## src/rtl/tpcr_sqrt.sv

```systemverilog
// Pipelined restoring integer square root: one root bit per cell.
// Carries a side-band word alongside the root.
module tpcr_sqrt #(
   parameter int SQW = 8,
   parameter int SIDE_W = 1
) (
   input  logic                 clock,
   input  logic                 reset,
   input  logic                 in_valid,
   input  logic [SQW-1:0]       in_rad,
   input  logic [SIDE_W-1:0]    in_side,
   output logic                 out_valid,
   output logic [SQW/2-1:0]     out_root,
   output logic [SIDE_W-1:0]    out_side
);
   localparam int RW = SQW / 2;

   logic [RW-1:0]       vld_ff;
   logic [SQW-1:0]      rad_ff [RW];
   logic [RW+1:0]       rem_ff [RW];
   logic [RW-1:0]       root_ff[RW];
   logic [SIDE_W-1:0]   side_ff[RW];

   for (genvar i = 0; i < RW; i++) begin : g_cell
      logic                cur_v;
      logic [SQW-1:0]      cur_rad;
      logic [RW+1:0]       cur_rem;
      logic [RW-1:0]       cur_root;
      logic [SIDE_W-1:0]   cur_side;
      logic [RW+1:0]       shifted;
      logic [RW+1:0]       trial;
      logic                fits;
      logic [RW+1:0]       rem_in;
      logic [RW-1:0]       root_in;

      if (i == 0) begin : g_first
         assign cur_v = in_valid;
         assign cur_rad = in_rad;
         assign cur_rem = '0;
         assign cur_root = '0;
         assign cur_side = in_side;
      end else begin : g_next
         assign cur_v = vld_ff[i-1];
         assign cur_rad = rad_ff[i-1];
         assign cur_rem = rem_ff[i-1];
         assign cur_root = root_ff[i-1];
         assign cur_side = side_ff[i-1];
      end

      assign shifted = {cur_rem[RW-1:0], cur_rad[SQW-1:SQW-2]};
      assign trial = {cur_root, 2'b01};
      assign fits = (shifted >= trial);
      assign rem_in = fits ? shifted - trial : shifted;
      assign root_in = {cur_root[RW-2:0], fits};

      always_ff @(posedge clock) begin
         if (reset) begin
            vld_ff[i] <= 1'b0;
         end else begin
            vld_ff[i] <= cur_v;
         end
      end

      always_ff @(posedge clock) begin
         rad_ff[i] <= {cur_rad[SQW-3:0], 2'b00};
         rem_ff[i] <= rem_in;
         root_ff[i] <= root_in;
         side_ff[i] <= cur_side;
      end
   end

   assign out_valid = vld_ff[RW-1];
   assign out_root = root_ff[RW-1];
   assign out_side = side_ff[RW-1];
endmodule

```

## config.mk

```make
export PLATFORM = sky130hd
export DESIGN_NAME = tpcr_sqrt
export DESIGN_NICKNAME = d
export VERILOG_FILES = /design/src/rtl/tpcr_sqrt.sv
export SDC_FILE = /design/constraint.sdc
export NUM_CORES = 1
export LEC_CHECK = 0
export ABC_AREA = 1
export ABC_CLOCK_PERIOD_IN_PS = 1660
export BUFFER_PORTS_ARGS = -buffer_cell sky130_fd_sc_hd__buf_2
export CORE_ASPECT_RATIO = 1.4
export CORE_MARGIN = 1.5
export CORE_UTILIZATION = 25
export DETAILED_ROUTE_END_ITERATION = 12
export HOLD_SLACK_MARGIN = 0.15
export SLEW_MARGIN = 20
export SYNTH_ARGS = -nofsm -noshare
export SYNTH_HDL_FRONTEND = slang
export SYNTH_SLANG_ARGS = --single-unit
```

## constraint.sdc

```tcl
create_clock -name clock -period 1.66 [get_ports clock]
set_input_delay 0.249 -clock clock [delete_from_list [all_inputs] [get_ports clock]]
set_output_delay 0.249 -clock clock [all_outputs]
set_load 0.005 [all_outputs]
```

==> metrics.md <==
| Metric | Value |
|---|---|
| Outcome | finished clean |
| Top-count cell post-synth | dfxtp_1 |
| Cell taking the most area after synthesis | dfxtp_1 |
| IO Count | 18 |
| Worst setup margin | 376 ps |
| Final wirelength | 1760 um |
| Vias in the first global route | 766 |
| Die W | 64.1 um |
| GR Util met3 | 0.0344 |
| Row cnt | 31 |
| Pre-CTS setup slack | 385 ps |
| Final setup violation count | 0 |
| Worst Setup Path Type | reg -> reg |
| Net Sw Frac | 0.221 |
| Dpl hpwl | 1310 um |
| H-tree lvl count | 2 |
| Post-synthesis cell count | 128 |
| Average cell area after synthesis | 10.2 um^2 |
| Reg2Reg Depth | 8 |
| Busiest grt layer | met2 |
| Met1 Resource Use GR | 0.0658 |
| Global-route track usage on met2 | 0.126 |
| Die Y | 88.6 um |
| CP Depth | 8 |
| Reg power frac | 0.483 |
| Post-Synth XOR/XNOR Area | 0.0201 |
| Final Util | 0.333 |
| Port bufs | 17 |
| Clock Power Share | 0.407 |
| Synth Area in Compound Gates | 0.0287 |
| Post-Synth Simple-Gate Area | 0.162 |
| TritonRoute pass-1 iters | 4 |
| Synth cell types | 19 |
| Die area | 0.00568 mm^2 |
| First-pass GRT wire length | 3020 um |
| Reg2reg start | root_ff[1][0] |
| Clk_lat worst skew | 290 ps |
| Share of layout cells above drive strength 1 | 0.191 |
| Worst vdd ir | 0.000565 V |
| CP Capture Point | rem_ff[2][3] |
| Core area | 0.00512 mm^2 |
| Fin. Hold Viols | 0 |
| Worst Setup Start Kind | flip-flop |
| Root Driver | clkbuf_8 |
| Critical-path top delay cell | ha_1 |
| Area growth from synthesis to final layout | 30.2% |
| Initial DRC Count | 10 |
| Worst path bufs/invs | 1 |
| Syn nets | 150 |
| Nets | 183 |
| Required @ worst endpoint | 1850 ps |
| Hold Crit Class | in -> reg |
| Synth cell count leaders | dfxtp_1 (41), inv_1 (22), nand2_1 (18) |
| Total GRT Usage | 0.0731 |
| Max FO, Critical Path | 5 |
| RePlAce Congestion | 0.814 |
| Synth Flop Type | dfxtp_1 |
| Top cell type's share of synthesized area | 0.628 |
| Crit path max-delay family | simple AND/OR/NAND/NOR gates |
| Pleak | 0.858 nW |
| # DRC | 0 |
| Minimum clock period | 1280 ps |
| Total power draw | 2.33 mW |
| Synth async-reset ratio | 0 |
| Slew Limit Fails | 0 |
| CP Capture Type | flip-flop |
| Cell mode on critical path | nand2_1 |
| Crit path largest cell delay | 330 ps |
| Clock tree from TritonCTS | done |
| Adder-cell share of the synthesized area | 0.0957 |
| Critical-path cell list | inv_1 -> ha_1 -> nand2_1 -> nand3b_1 -> nand2_2 -> nand2_4 -> nand2_1 -> nand2_1 |
| RSZ-0062 raised after global routing | false |
| R2r setup slk | 380 ps |
| Via count | 842 |
| Combinational power share | 0.110 |
| Flops & latches, synth | 41 |
| Max Cap Viol | 0 |
| Pwr Density | 1370 mW/mm^2 |
| Critical Path AT | 1480 ps |
| CTS sink cnt | 41 |
| Clock Skew | 4.28 ps |
| CP Launch Point | root_ff[1][0] |
| Post-synthesis mux area share | 0 |
| Deepest clock path buffer count | 2 |
| Peak Freq | 779 MHz |
| Initial antenna violation count | 0 |
| Syn. warnings | 0 |
| Vias/cell | 3.69 |
| Post-CTS Resized | 0 |
| Initial core utilization | 0.255 |
| Psw | 0.516 mW |
| Reg-to-reg endpoint | rem_ff[2][3] |
| Worst-path clk slew | 80 ps |
| # Post-CTS Setup Buffers | 0 |
| Largest family of logic cells by synthesized area | simple AND/OR/NAND/NOR gates |
| Post-synth EDFFs | 0 |
| Final period util | 0.773 |
| Cell area after synthesis | 0.00131 mm^2 |
| Setup TNS | 0 ps |
| Global route overflow | 0 |
| Largest net degree at the start of global routing | 15 |
| Antenna viol nets, final | 0 |
| Synth area leaders | dfxtp_1 (63%), ha_1 (9.6%), inv_1 (6.3%) |
| Ant. Diodes | 0 |
| Sequential element share of the synthesized area | 0.628 |
| Drt wl/cell | 7.72 um |
| Int Pwr | 1.81 mW |
| TritonCTS Buffers | 5 |
-- power by group through the flow --
| stage | clock network, mW | registers (mW) | logic (mW) |
|---|---|---|---|
| global placement | 0 | 1.15 | 0.238 |
| global route | 1.02 | 1.14 | 0.302 |
| detailed placement | 0 | 1.15 | 0.244 |
| finish | 0.949 | 1.13 | 0.257 |
| floorplan | 0 | 1.14 | 0.175 |
| CTS | 0.981 | 1.13 | 0.262 |
-- repair_timing --
action,4_1_cts,5_1_grt
hold buffers,9,0
endpoints found under the setup margin,0,0
hold endpoints to repair,12,0
-- area by class of cell --
type,instances,area (um^2)
Clock buffer,5,68.8
Sequential cell,41,821
Tap cell,66,82.6
Multi-Input combinational cell,65,404
Clock inverter,3,68.8
Timing Repair Buffer,26,175
Inverter,22,82.6
Fill cell,556,3420
-- cells by family (layout without fill, tap and decap cells) --
| family | Yosys count | in the layout |
|---|---|---|
| AOI/OAI and AO/OA | 7 | 7 |
| DFF | 41 | 41 |
| other | 1 | 1 |
| buffers and inverters | 22 | 56 |
| adders and majority gates | 10 | 10 |
| xor gates and xnor gates | 3 | 3 |
| and+or+nand+nor | 44 | 44 |
-- worst reg2reg max path, cell delays in order, from the launching register on --
cell	delay (ps)
dfxtp_1	320
inv_1	40
ha_1	330
nand2_1	90
nand3b_1	80
nand2_2	120
nand2_4	70
nand2_1	70
nand2_1	40
-- routing by layer --
layer  share of wire  up-vias
li1                -      453
met4           0.037        0
met1            0.39      369
met2            0.53       15
met5               0        -
met3           0.042        5
-- how the worst min path moves through the flow --
stage	startpoint	end	slack (ps)	cells after the start
floorplan	in_rad[0]	rad_ff[0][0]	280	0
global placement	side_ff[2]	side_ff[3]	310	0
detailed placement	rad_ff[1][2]	rad_ff[2][4]	310	0
CTS	in_valid	g_cell[1].cur_v	150	3
global route	in_rad[7]	root_ff[0][0]	160	2
finish	in_valid	g_cell[1].cur_v	160	3
-- placed cells by master, fill, tap and decap left out, types with 4 or more instances in the layout --
master,n
dfxtp_1,41
inv_1,22
nand2_1,18
buf_2,17
nor2_1,12
ha_1,10
dlygate4sd3_1,9
nand3_1,7
clkbuf_8,5
a21oi_1,4
-- through the flow --
stage / hold slack [ps] / std cells / area, um^2
floorplan: 277 / 128 / 1310
global placement: 310 / 211 / 1480
detailed placement: 312 / 211 / 1480
CTS: 150 / 228 / 1700
global route: 162 / 228 / 1700
finish: 156 / 228 / 1700
-- registers in the layout (all words and copies together) (netlist names) --
register / count
g_cell.cur_v: 3
rem_ff: 11
root_ff: 10
rad_ff: 12
side_ff: 4
out_valid: 1
(Power assumes the default switching activity.)
