## src/rtl/tpcr_pkg.sv

```systemverilog
// Shared constants for the three-point circle radius block.
// No dependencies; tpcr_div and three_point_circle_radius import this package.
package tpcr_pkg;
   localparam int COORD_BITS_DEF = 24;
   localparam int RADIUS_BITS = 32;
   localparam int QUOT_BITS = RADIUS_BITS + 1;
   localparam logic [RADIUS_BITS-1:0] RADIUS_MAX = '1;
endpackage

```

## src/rtl/tpcr_div.sv

```systemverilog
// Pipelined restoring divider: one quotient bit per cell, most significant first.
// Depends on tpcr_pkg for the quotient width.
module tpcr_div #(
   parameter int NUMW = 8,
   parameter int DENW = 8,
   parameter int SIDE_W = 1
) (
   input  logic                             clock,
   input  logic                             reset,
   input  logic                             in_valid,
   input  logic [NUMW-1:0]                  in_num,
   input  logic [DENW-1:0]                  in_den,
   input  logic [SIDE_W-1:0]                in_side,
   output logic                             out_valid,
   output logic [tpcr_pkg::QUOT_BITS-1:0]   out_quot,
   output logic [SIDE_W-1:0]                out_side
);
   import tpcr_pkg::*;

   localparam int QB = QUOT_BITS;
   localparam int XW = NUMW + DENW + QB;

   logic [QB-1:0]       vld_ff;
   logic [NUMW-1:0]     rem_ff [QB];
   logic [DENW-1:0]     den_ff [QB];
   logic [QB-1:0]       quot_ff[QB];
   logic [SIDE_W-1:0]   side_ff[QB];

   for (genvar j = 0; j < QB; j++) begin : g_cell
      logic                cur_v;
      logic [NUMW-1:0]     cur_rem;
      logic [DENW-1:0]     cur_den;
      logic [QB-1:0]       cur_quot;
      logic [SIDE_W-1:0]   cur_side;
      logic [XW-1:0]       trial;
      logic [XW-1:0]       diff;
      logic                fits;
      logic [NUMW-1:0]     rem_in;

      if (j == 0) begin : g_first
         assign cur_v = in_valid;
         assign cur_rem = in_num;
         assign cur_den = in_den;
         assign cur_quot = '0;
         assign cur_side = in_side;
      end else begin : g_next
         assign cur_v = vld_ff[j-1];
         assign cur_rem = rem_ff[j-1];
         assign cur_den = den_ff[j-1];
         assign cur_quot = quot_ff[j-1];
         assign cur_side = side_ff[j-1];
      end

      assign trial = XW'(cur_den) << (QB - 1 - j);
      assign fits = (XW'(cur_rem) >= trial);
      assign diff = XW'(cur_rem) - trial;
      assign rem_in = fits ? diff[NUMW-1:0] : cur_rem;

      always_ff @(posedge clock) begin
         if (reset) begin
            vld_ff[j] <= 1'b0;
         end else begin
            vld_ff[j] <= cur_v;
         end
      end

      always_ff @(posedge clock) begin
         rem_ff[j] <= rem_in;
         den_ff[j] <= cur_den;
         quot_ff[j] <= {cur_quot[QB-2:0], fits};
         side_ff[j] <= cur_side;
      end
   end

   assign out_valid = vld_ff[QB-1];
   assign out_quot = quot_ff[QB-1];
   assign out_side = side_ff[QB-1];
endmodule

```

## config.mk

```make
export PLATFORM = sky130hd
export DESIGN_NAME = tpcr_div
export DESIGN_NICKNAME = d
export VERILOG_FILES = /design/src/rtl/tpcr_pkg.sv /design/src/rtl/tpcr_div.sv
export SDC_FILE = /design/constraint.sdc
export NUM_CORES = 1
export LEC_CHECK = 0
export BUFFER_PORTS_ARGS = -buffer_cell sky130_fd_sc_hd__buf_2
export CAP_MARGIN = 10
export CORE_MARGIN = 4
export CORE_UTILIZATION = 57
export CTS_BUF_LIST = sky130_fd_sc_hd__clkbuf_4
export DETAILED_ROUTE_END_ITERATION = 8
export PLACE_DENSITY_LB_ADDON = 0.3
export SYNTH_ARGS = -nofsm -noshare
export SYNTH_HDL_FRONTEND = slang
export SYNTH_SLANG_ARGS = --single-unit
```

## constraint.sdc

```tcl
create_clock -name clock -period 3.7 [get_ports clock]
set_clock_uncertainty 0.05 [all_clocks]
set_input_delay 0.555 -clock clock [delete_from_list [all_inputs] [get_ports clock]]
set_output_delay 0.555 -clock clock [all_outputs]
set_load 0.02 [all_outputs]
```

==> flow_summary.toml, run 1 <==
[outcome]
status = "complete, no violations"

[power_and_ir_drop]
power_density_nw_per_um2 = 749.2
p_leak_nw = 12.80
vdd_drop_max_v = 0.0004930
power.total_mw = 22.31

[cts]
htree_levels = 5
clock_path_buffers = 4
ctsResizeCount = 0
cts-hold-fix-buffers = 25
cts.sinks = 1139
tritoncts = "built"
post_cts_buffers = 0
path_clk_slew_ns = 0.06
cts_buffers = 275
clock-root-buffer = "clkbuf_4"
clk_latency_ns = 0.98

[worst_hold_path]
hold_path.class = "in -> reg"
worstHoldStart = "in_den[4]"

[cells_and_area]
nets = 1898
fin_util = 0.6852
syn_to_final_growth_pct = 17.83
stdcell_area_um2 = 29770
drive_gt1_frac = 0.2447

[timing]
tightest_slew_ns = 0.6727
fin_ws_ns = 1.331
period_share = 0.6404
fin_tns_setup_ns = 0
rsz0062_at_grt = "false"
hold_viol = 0
timing.fmax_mhz = 422.1
slew_violations = 0
slew_headroom = 0.5474
fin_crit_ns = 2.369
setup_violations = 0

[detailed_routing]
ant_nets = 0
drc_errors = 0
vias_per_cell = 4.227
finalWirelength_um = 26550
vias = 10977
first_pass_iters = 4
drt_first_iter_violations = 290
wl_per_cell_um = 10.22

[grt]
grt_max_degree = 34
first_global_vias = 11780
track_usage = 0.1223
grt_antenna_before_repair = 1
grt_pass1_wl_um = 47420
grt_overflow = 0

[worst_setup_path]
startpoint = "rem_ff[0][241]$_DFF_P_"
crit_required_ns = 4.48
crit_family = "compound AO/OA/AOI/OAI gates"
cp_data_arrival_time_ns = 3.15
worst_setup_path_start_kind = "register"
critPathSlowestCell = "o31a_1"
crit_buf_inv = 1
reg2reg_from = "rem_ff[0][241]$_DFF_P_"
cp_cell_sequence = "inv_1 -> ha_1 -> fa_1 -> nand2b_1 -> a21oi_1 -> o31a_1 -> mux2_2"
critical_path_class = "reg -> reg"
end_kind = "register"
crit_fanout = 9
cpPeakStageDelay_ns = 0.44

[yosys]
yosys.area.top_type_share = 0.9024
yosys_warnings = 0
async_flop_share = 0
yosys-top-cells-count = "dfxtp_1, or4_1, inv_1"
synth_top_area_cell = "dfxtp_1"
yosys-top-cells-area = "dfxtp_1, ha_1, or4_1"
syn_avg_cell_area_um2 = 17.03
synth_cell_type_count = 46
syn_inst = 1484
synth.most_common_cell = "dfxtp_1"
netlist_area_um2 = 25270
synth-edff-count = 0
seq_area_frac_synth = 0.9024
synth-seq-cells = 1139
synth_nets = 1546
synth_ff_type = "dfxtp_1"

[floorplanning]
rows = 76
die-area_um2 = 47760
die_w_um = 218.6
coreArea_um2 = 43460
die_h_um = 218.6
ios = 55
start_util = 0.5815

[placement]
portBuffers = 54
dp_hpwl_um = 14640
gp_congestion = 0.7807
dp_slack_ns = 1.356
placedInstanceArea_um2 = 26260

[run]
max_cap_viol_count = 0
[cell families after synthesis]
kind of cell | synth area share
fa+ha+maj | 0.02258
compound gates | 0.01545
mux | 0.007923
xor+xnor | 0.003466
simple gates | 0.04016
buf+inv | 0.008071
flops | 0.9024
[through the flow]
stage / cells / hold slack (ns)
finish: 2597 / 0.1730
global route: 2597 / 0.02016
CTS: 2596 / 0.0006530
detailed placement: 2119 / 0.2621
global placement: 2119 / 0.2596
floorplan: 1484 / 0.2596
[area by class of cell]
cell class | count | area, µm²
diodes | 1 | 2.502
clock buffers | 417 | 3131
clock inverters | 35 | 132.6
fillers | 2955 | 13680
inverters | 49 | 183.9
multi-input cells | 291 | 2263
flip-flops and latches | 1139 | 22800
well taps | 585 | 732.0
repair buffers | 80 | 528.0
[routing by layer]
layer  global-route usage  vias to the layer above  part of all wire
met5                    0                        -                 0
met2               0.2071                      224              0.51
li1                     -                     5693                 -
met4              0.08574                        0             0.034
met3              0.06577                       76             0.057
met1               0.1113                     4984              0.40
[worst paths after layout]
check	slack, ns	endpoint	cells past startpoint
max	1.33	rem_ff[0][252]$_DFF_P_	7
min	0.17	den_ff[0][4]$_DFF_P_	2
min reg2reg	0.24	quot_ff[0][1067]$_DFF_P_	0
max reg2reg	1.33	rem_ff[0][252]$_DFF_P_	7
[registers in the layout (all words and copies together) (netlist names)]
name and cells:
den_ff 256, g_cell.cur_v 32, out_valid 1, quot_ff 561, rem_ff 256, side_ff 33
[where the power goes]
part / total, mW / internal (mW) / switching (mW) / leakage (nW)
clock network: 9.17 / 5.09 / 4.07 / 1.99
logic: 0.373 / 0.182 / 0.190 / 1.42
registers: 12.8 / 12.6 / 0.130 / 9.39
total: 22.3 / 17.9 / 4.39 / 12.8
[placed cells by master, fill, tap and decap left out, types with 8 or more instances in the layout]
master / instances
inv_1: 49
nor2b_1: 38
o21ai_0: 13
dlygate4sd3_1: 25
dfxtp_1: 1139
nor2_1: 35
clkinv_1: 29
mux2i_1: 11
xnor2_1: 8
or4_1: 51
clkbuf_4: 417
ha_1: 36
buf_2: 54
nand2_1: 12
a21oi_1: 14
(Power assumes the default switching activity.)
==> run 2, diff against run 1 <==
--- a/config.mk
+++ b/config.mk
@@ -8,7 +8,7 @@
 export BUFFER_PORTS_ARGS = -buffer_cell sky130_fd_sc_hd__buf_2
 export CAP_MARGIN = 10
 export CORE_MARGIN = 4
-export CORE_UTILIZATION = 57
+export CORE_UTILIZATION = 56
 export CTS_BUF_LIST = sky130_fd_sc_hd__clkbuf_4
 export DETAILED_ROUTE_END_ITERATION = 8
 export PLACE_DENSITY_LB_ADDON = 0.3
==> constraint.sdc (replaced) <==
create_clock -name clock -period 2 [get_ports clock]
set_clock_uncertainty 0.05 [all_clocks]
set_input_delay 0.3 -clock clock [delete_from_list [all_inputs] [get_ports clock]]
set_output_delay 0.3 -clock clock [all_outputs]
set_load 0.02 [all_outputs]
==> run 2 against run 1 <==
Effect of this change: die area grew 1.7%; fmax grew 19%; sequential power grew 84%; combinational power grew 130%; worst setup slack lost 1.3 ns; routed wire length grew 4.3%; cell count grew 0.65%; clock power grew 82%; largest cell class unchanged.
==> flow_summary.toml, run 2 (synthesis results as in run 1) <==
[outcome]
status = "complete, no violations"

[worst_setup_path]
critPathSlowestCell = "fa_2"
critical_path_class = "reg -> reg"
ff2ff_setup_slack_ns = 0.01
crit_required_ns = 2.80
cp_cell_sequence = "inv_2 -> ha_4 -> fa_2 -> nand2b_4 -> a21oi_4 -> o31a_1 -> buf_6 -> mux2_4"
cpPeakStageDelay_ns = 0.38
end_kind = "register"
cp_data_arrival_time_ns = 2.79
worst_setup_path_start_kind = "register"
crit_fanout = 3

[detailed_routing]
vias_per_cell = 4.248
ant_nets = 0
vias = 11104
finalWirelength_um = 27690
drc_errors = 0
wl_per_cell_um = 10.59
first_pass_iters = 5
drt_first_iter_violations = 265

[grt]
grt_antenna_before_repair = 2
grt_max_degree = 34
grt_pass1_wl_um = 48760
first_global_vias = 12055
grt_overflow = 0
track_usage = 0.1248

[timing]
slew_violations = 0
rsz0062_at_grt = "true"
fin_ws_ns = 0.01484
tightest_slew_ns = 0.5869
setup_violations = 0
fin_crit_ns = 1.985
fin_tns_setup_ns = 0
slew_headroom = 0.6051
hold_viol = 0
period_share = 0.9926
timing.fmax_mhz = 503.7

[cts]
path_clk_slew_ns = 0.06
clock_path_buffers = 4
cts_buffers = 274
htree_levels = 5
clock-root-buffer = "clkbuf_4"
tritoncts = "built"
clk_latency_ns = 1.01
cts.sinks = 1139

[cells_and_area]
largest_reg_flops = 561
largest-register = "quot_ff"
final_common_cell = "dfxtp_1"
syn_to_final_growth_pct = 19.14
nets = 1924
top_regs = "quot_ff x561, den_ff x256, rem_ff x256"
drive_gt1_frac = 0.2584
mostFrequentLayoutCells = "dfxtp_1, clkbuf_4, buf_2"
fillerInstances = 2979

[placement]
dp_hpwl_um = 14510
gp_congestion = 0.7679
dp_slack_ns = -0.1623
portBuffers = 54

[floorplanning]
die_h_um = 220.4
die-area_um2 = 48590
ios = 55
die_w_um = 220.4
rows = 77
coreArea_um2 = 44410
start_util = 0.5689

[power_and_ir_drop]
clkPwrFrac = 0.406
combPwrFrac = 0.020
p_seq_frac = 0.574
p_int_mw = 32.95
switching_power_mw = 8.250
vdd_drop_max_v = 0.0008397
switching_share = 0.2002
p_leak_nw = 12.90
power_density_nw_per_um2 = 1368

[run]
max_cap_viol_count = 0

[worst_hold_path]
hold_path.class = "reg -> reg"
## run 2: final timing paths
| kind | startpoint | endpoint | cells past startpoint |
|---|---|---|---|
| setup / recovery | rem_ff[0][241]$_DFF_P_ | rem_ff[0][251]$_DFF_P_ | 8 |
| setup reg to reg | rem_ff[0][241]$_DFF_P_ | rem_ff[0][251]$_DFF_P_ | 8 |
| hold / removal | quot_ff[0][641]$_DFF_P_ | quot_ff[0][675]$_DFF_P_ | 0 |
| hold reg to reg | quot_ff[0][641]$_DFF_P_ | quot_ff[0][675]$_DFF_P_ | 0 |
## run 2: power groups by stage
stage / clock, mW / sequential [mW] / combinational, mW
6_report: 16.7 / 23.6 / 0.843
5_1_grt: 18.9 / 23.7 / 0.939
4_1_cts: 17.6 / 23.6 / 0.758
3_5_place_dp: 0 / 24.1 / 0.663
3_3_place_gp: 0 / 24.1 / 0.621
2_1_floorplan: 0 / 24.1 / 0.473
## run 2: layer usage
layer | global-route usage | part of all wire | vias to the layer above
li1 | - | - | 5708
met1 | 0.1146 | 0.39 | 5091
met2 | 0.2096 | 0.52 | 229
met3 | 0.06715 | 0.058 | 76
met4 | 0.08897 | 0.031 | 0
met5 | 0 | 0 | -
## run 2: repair_timing
action | CTS | global route
pin swaps | 4 | 10
hold buffers | 38 | 0
hold endpoints to repair | 51 | 0
setup endpoints to repair | 13 | 23
buffers inserted | 3 | 3
resized for setup | 12 | 33
## run 2: layout make-up
cell class	instances	area, µm²	share of cell area
sequential	1139	22810	0.7577
clock buffer	403	3025	0.1005
multi-input combinational	291	2439	0.08100
timing repair buffer	107	779.5	0.02589
tap	592	740.7	0.02460
inverter	49	183.9	0.006109
clock inverter	31	122.6	0.004073
antenna	2	5.005	0.0001662
## run 2: worst max-delay path: cells and delay by family (launching register included)
| kind | cells | cell delay [ns] |
|---|---|---|
| compound gates | 2 | 0.32 |
| fa+ha+maj | 2 | 0.54 |
| buf+inv | 2 | 0.19 |
| flops | 1 | 0.32 |
| mux | 1 | 0.30 |
| simple gates | 1 | 0.16 |
## run 2: per-stage QoR
stage	cell area [µm²]	utilization	total power, mW	instances	hold slack [ns]
after CTS	29930	0.6740	41.96	2609	0.1021
after global routing	30110	0.6779	43.50	2614	0.1802
after global placement	26330	0.5929	24.72	2134	0.2596
after floorplan	25280	-	24.53	1484	0.2596
after detailed placement	26330	0.5929	24.80	2134	0.2621
final	30110	0.6779	41.20	2614	0.2371
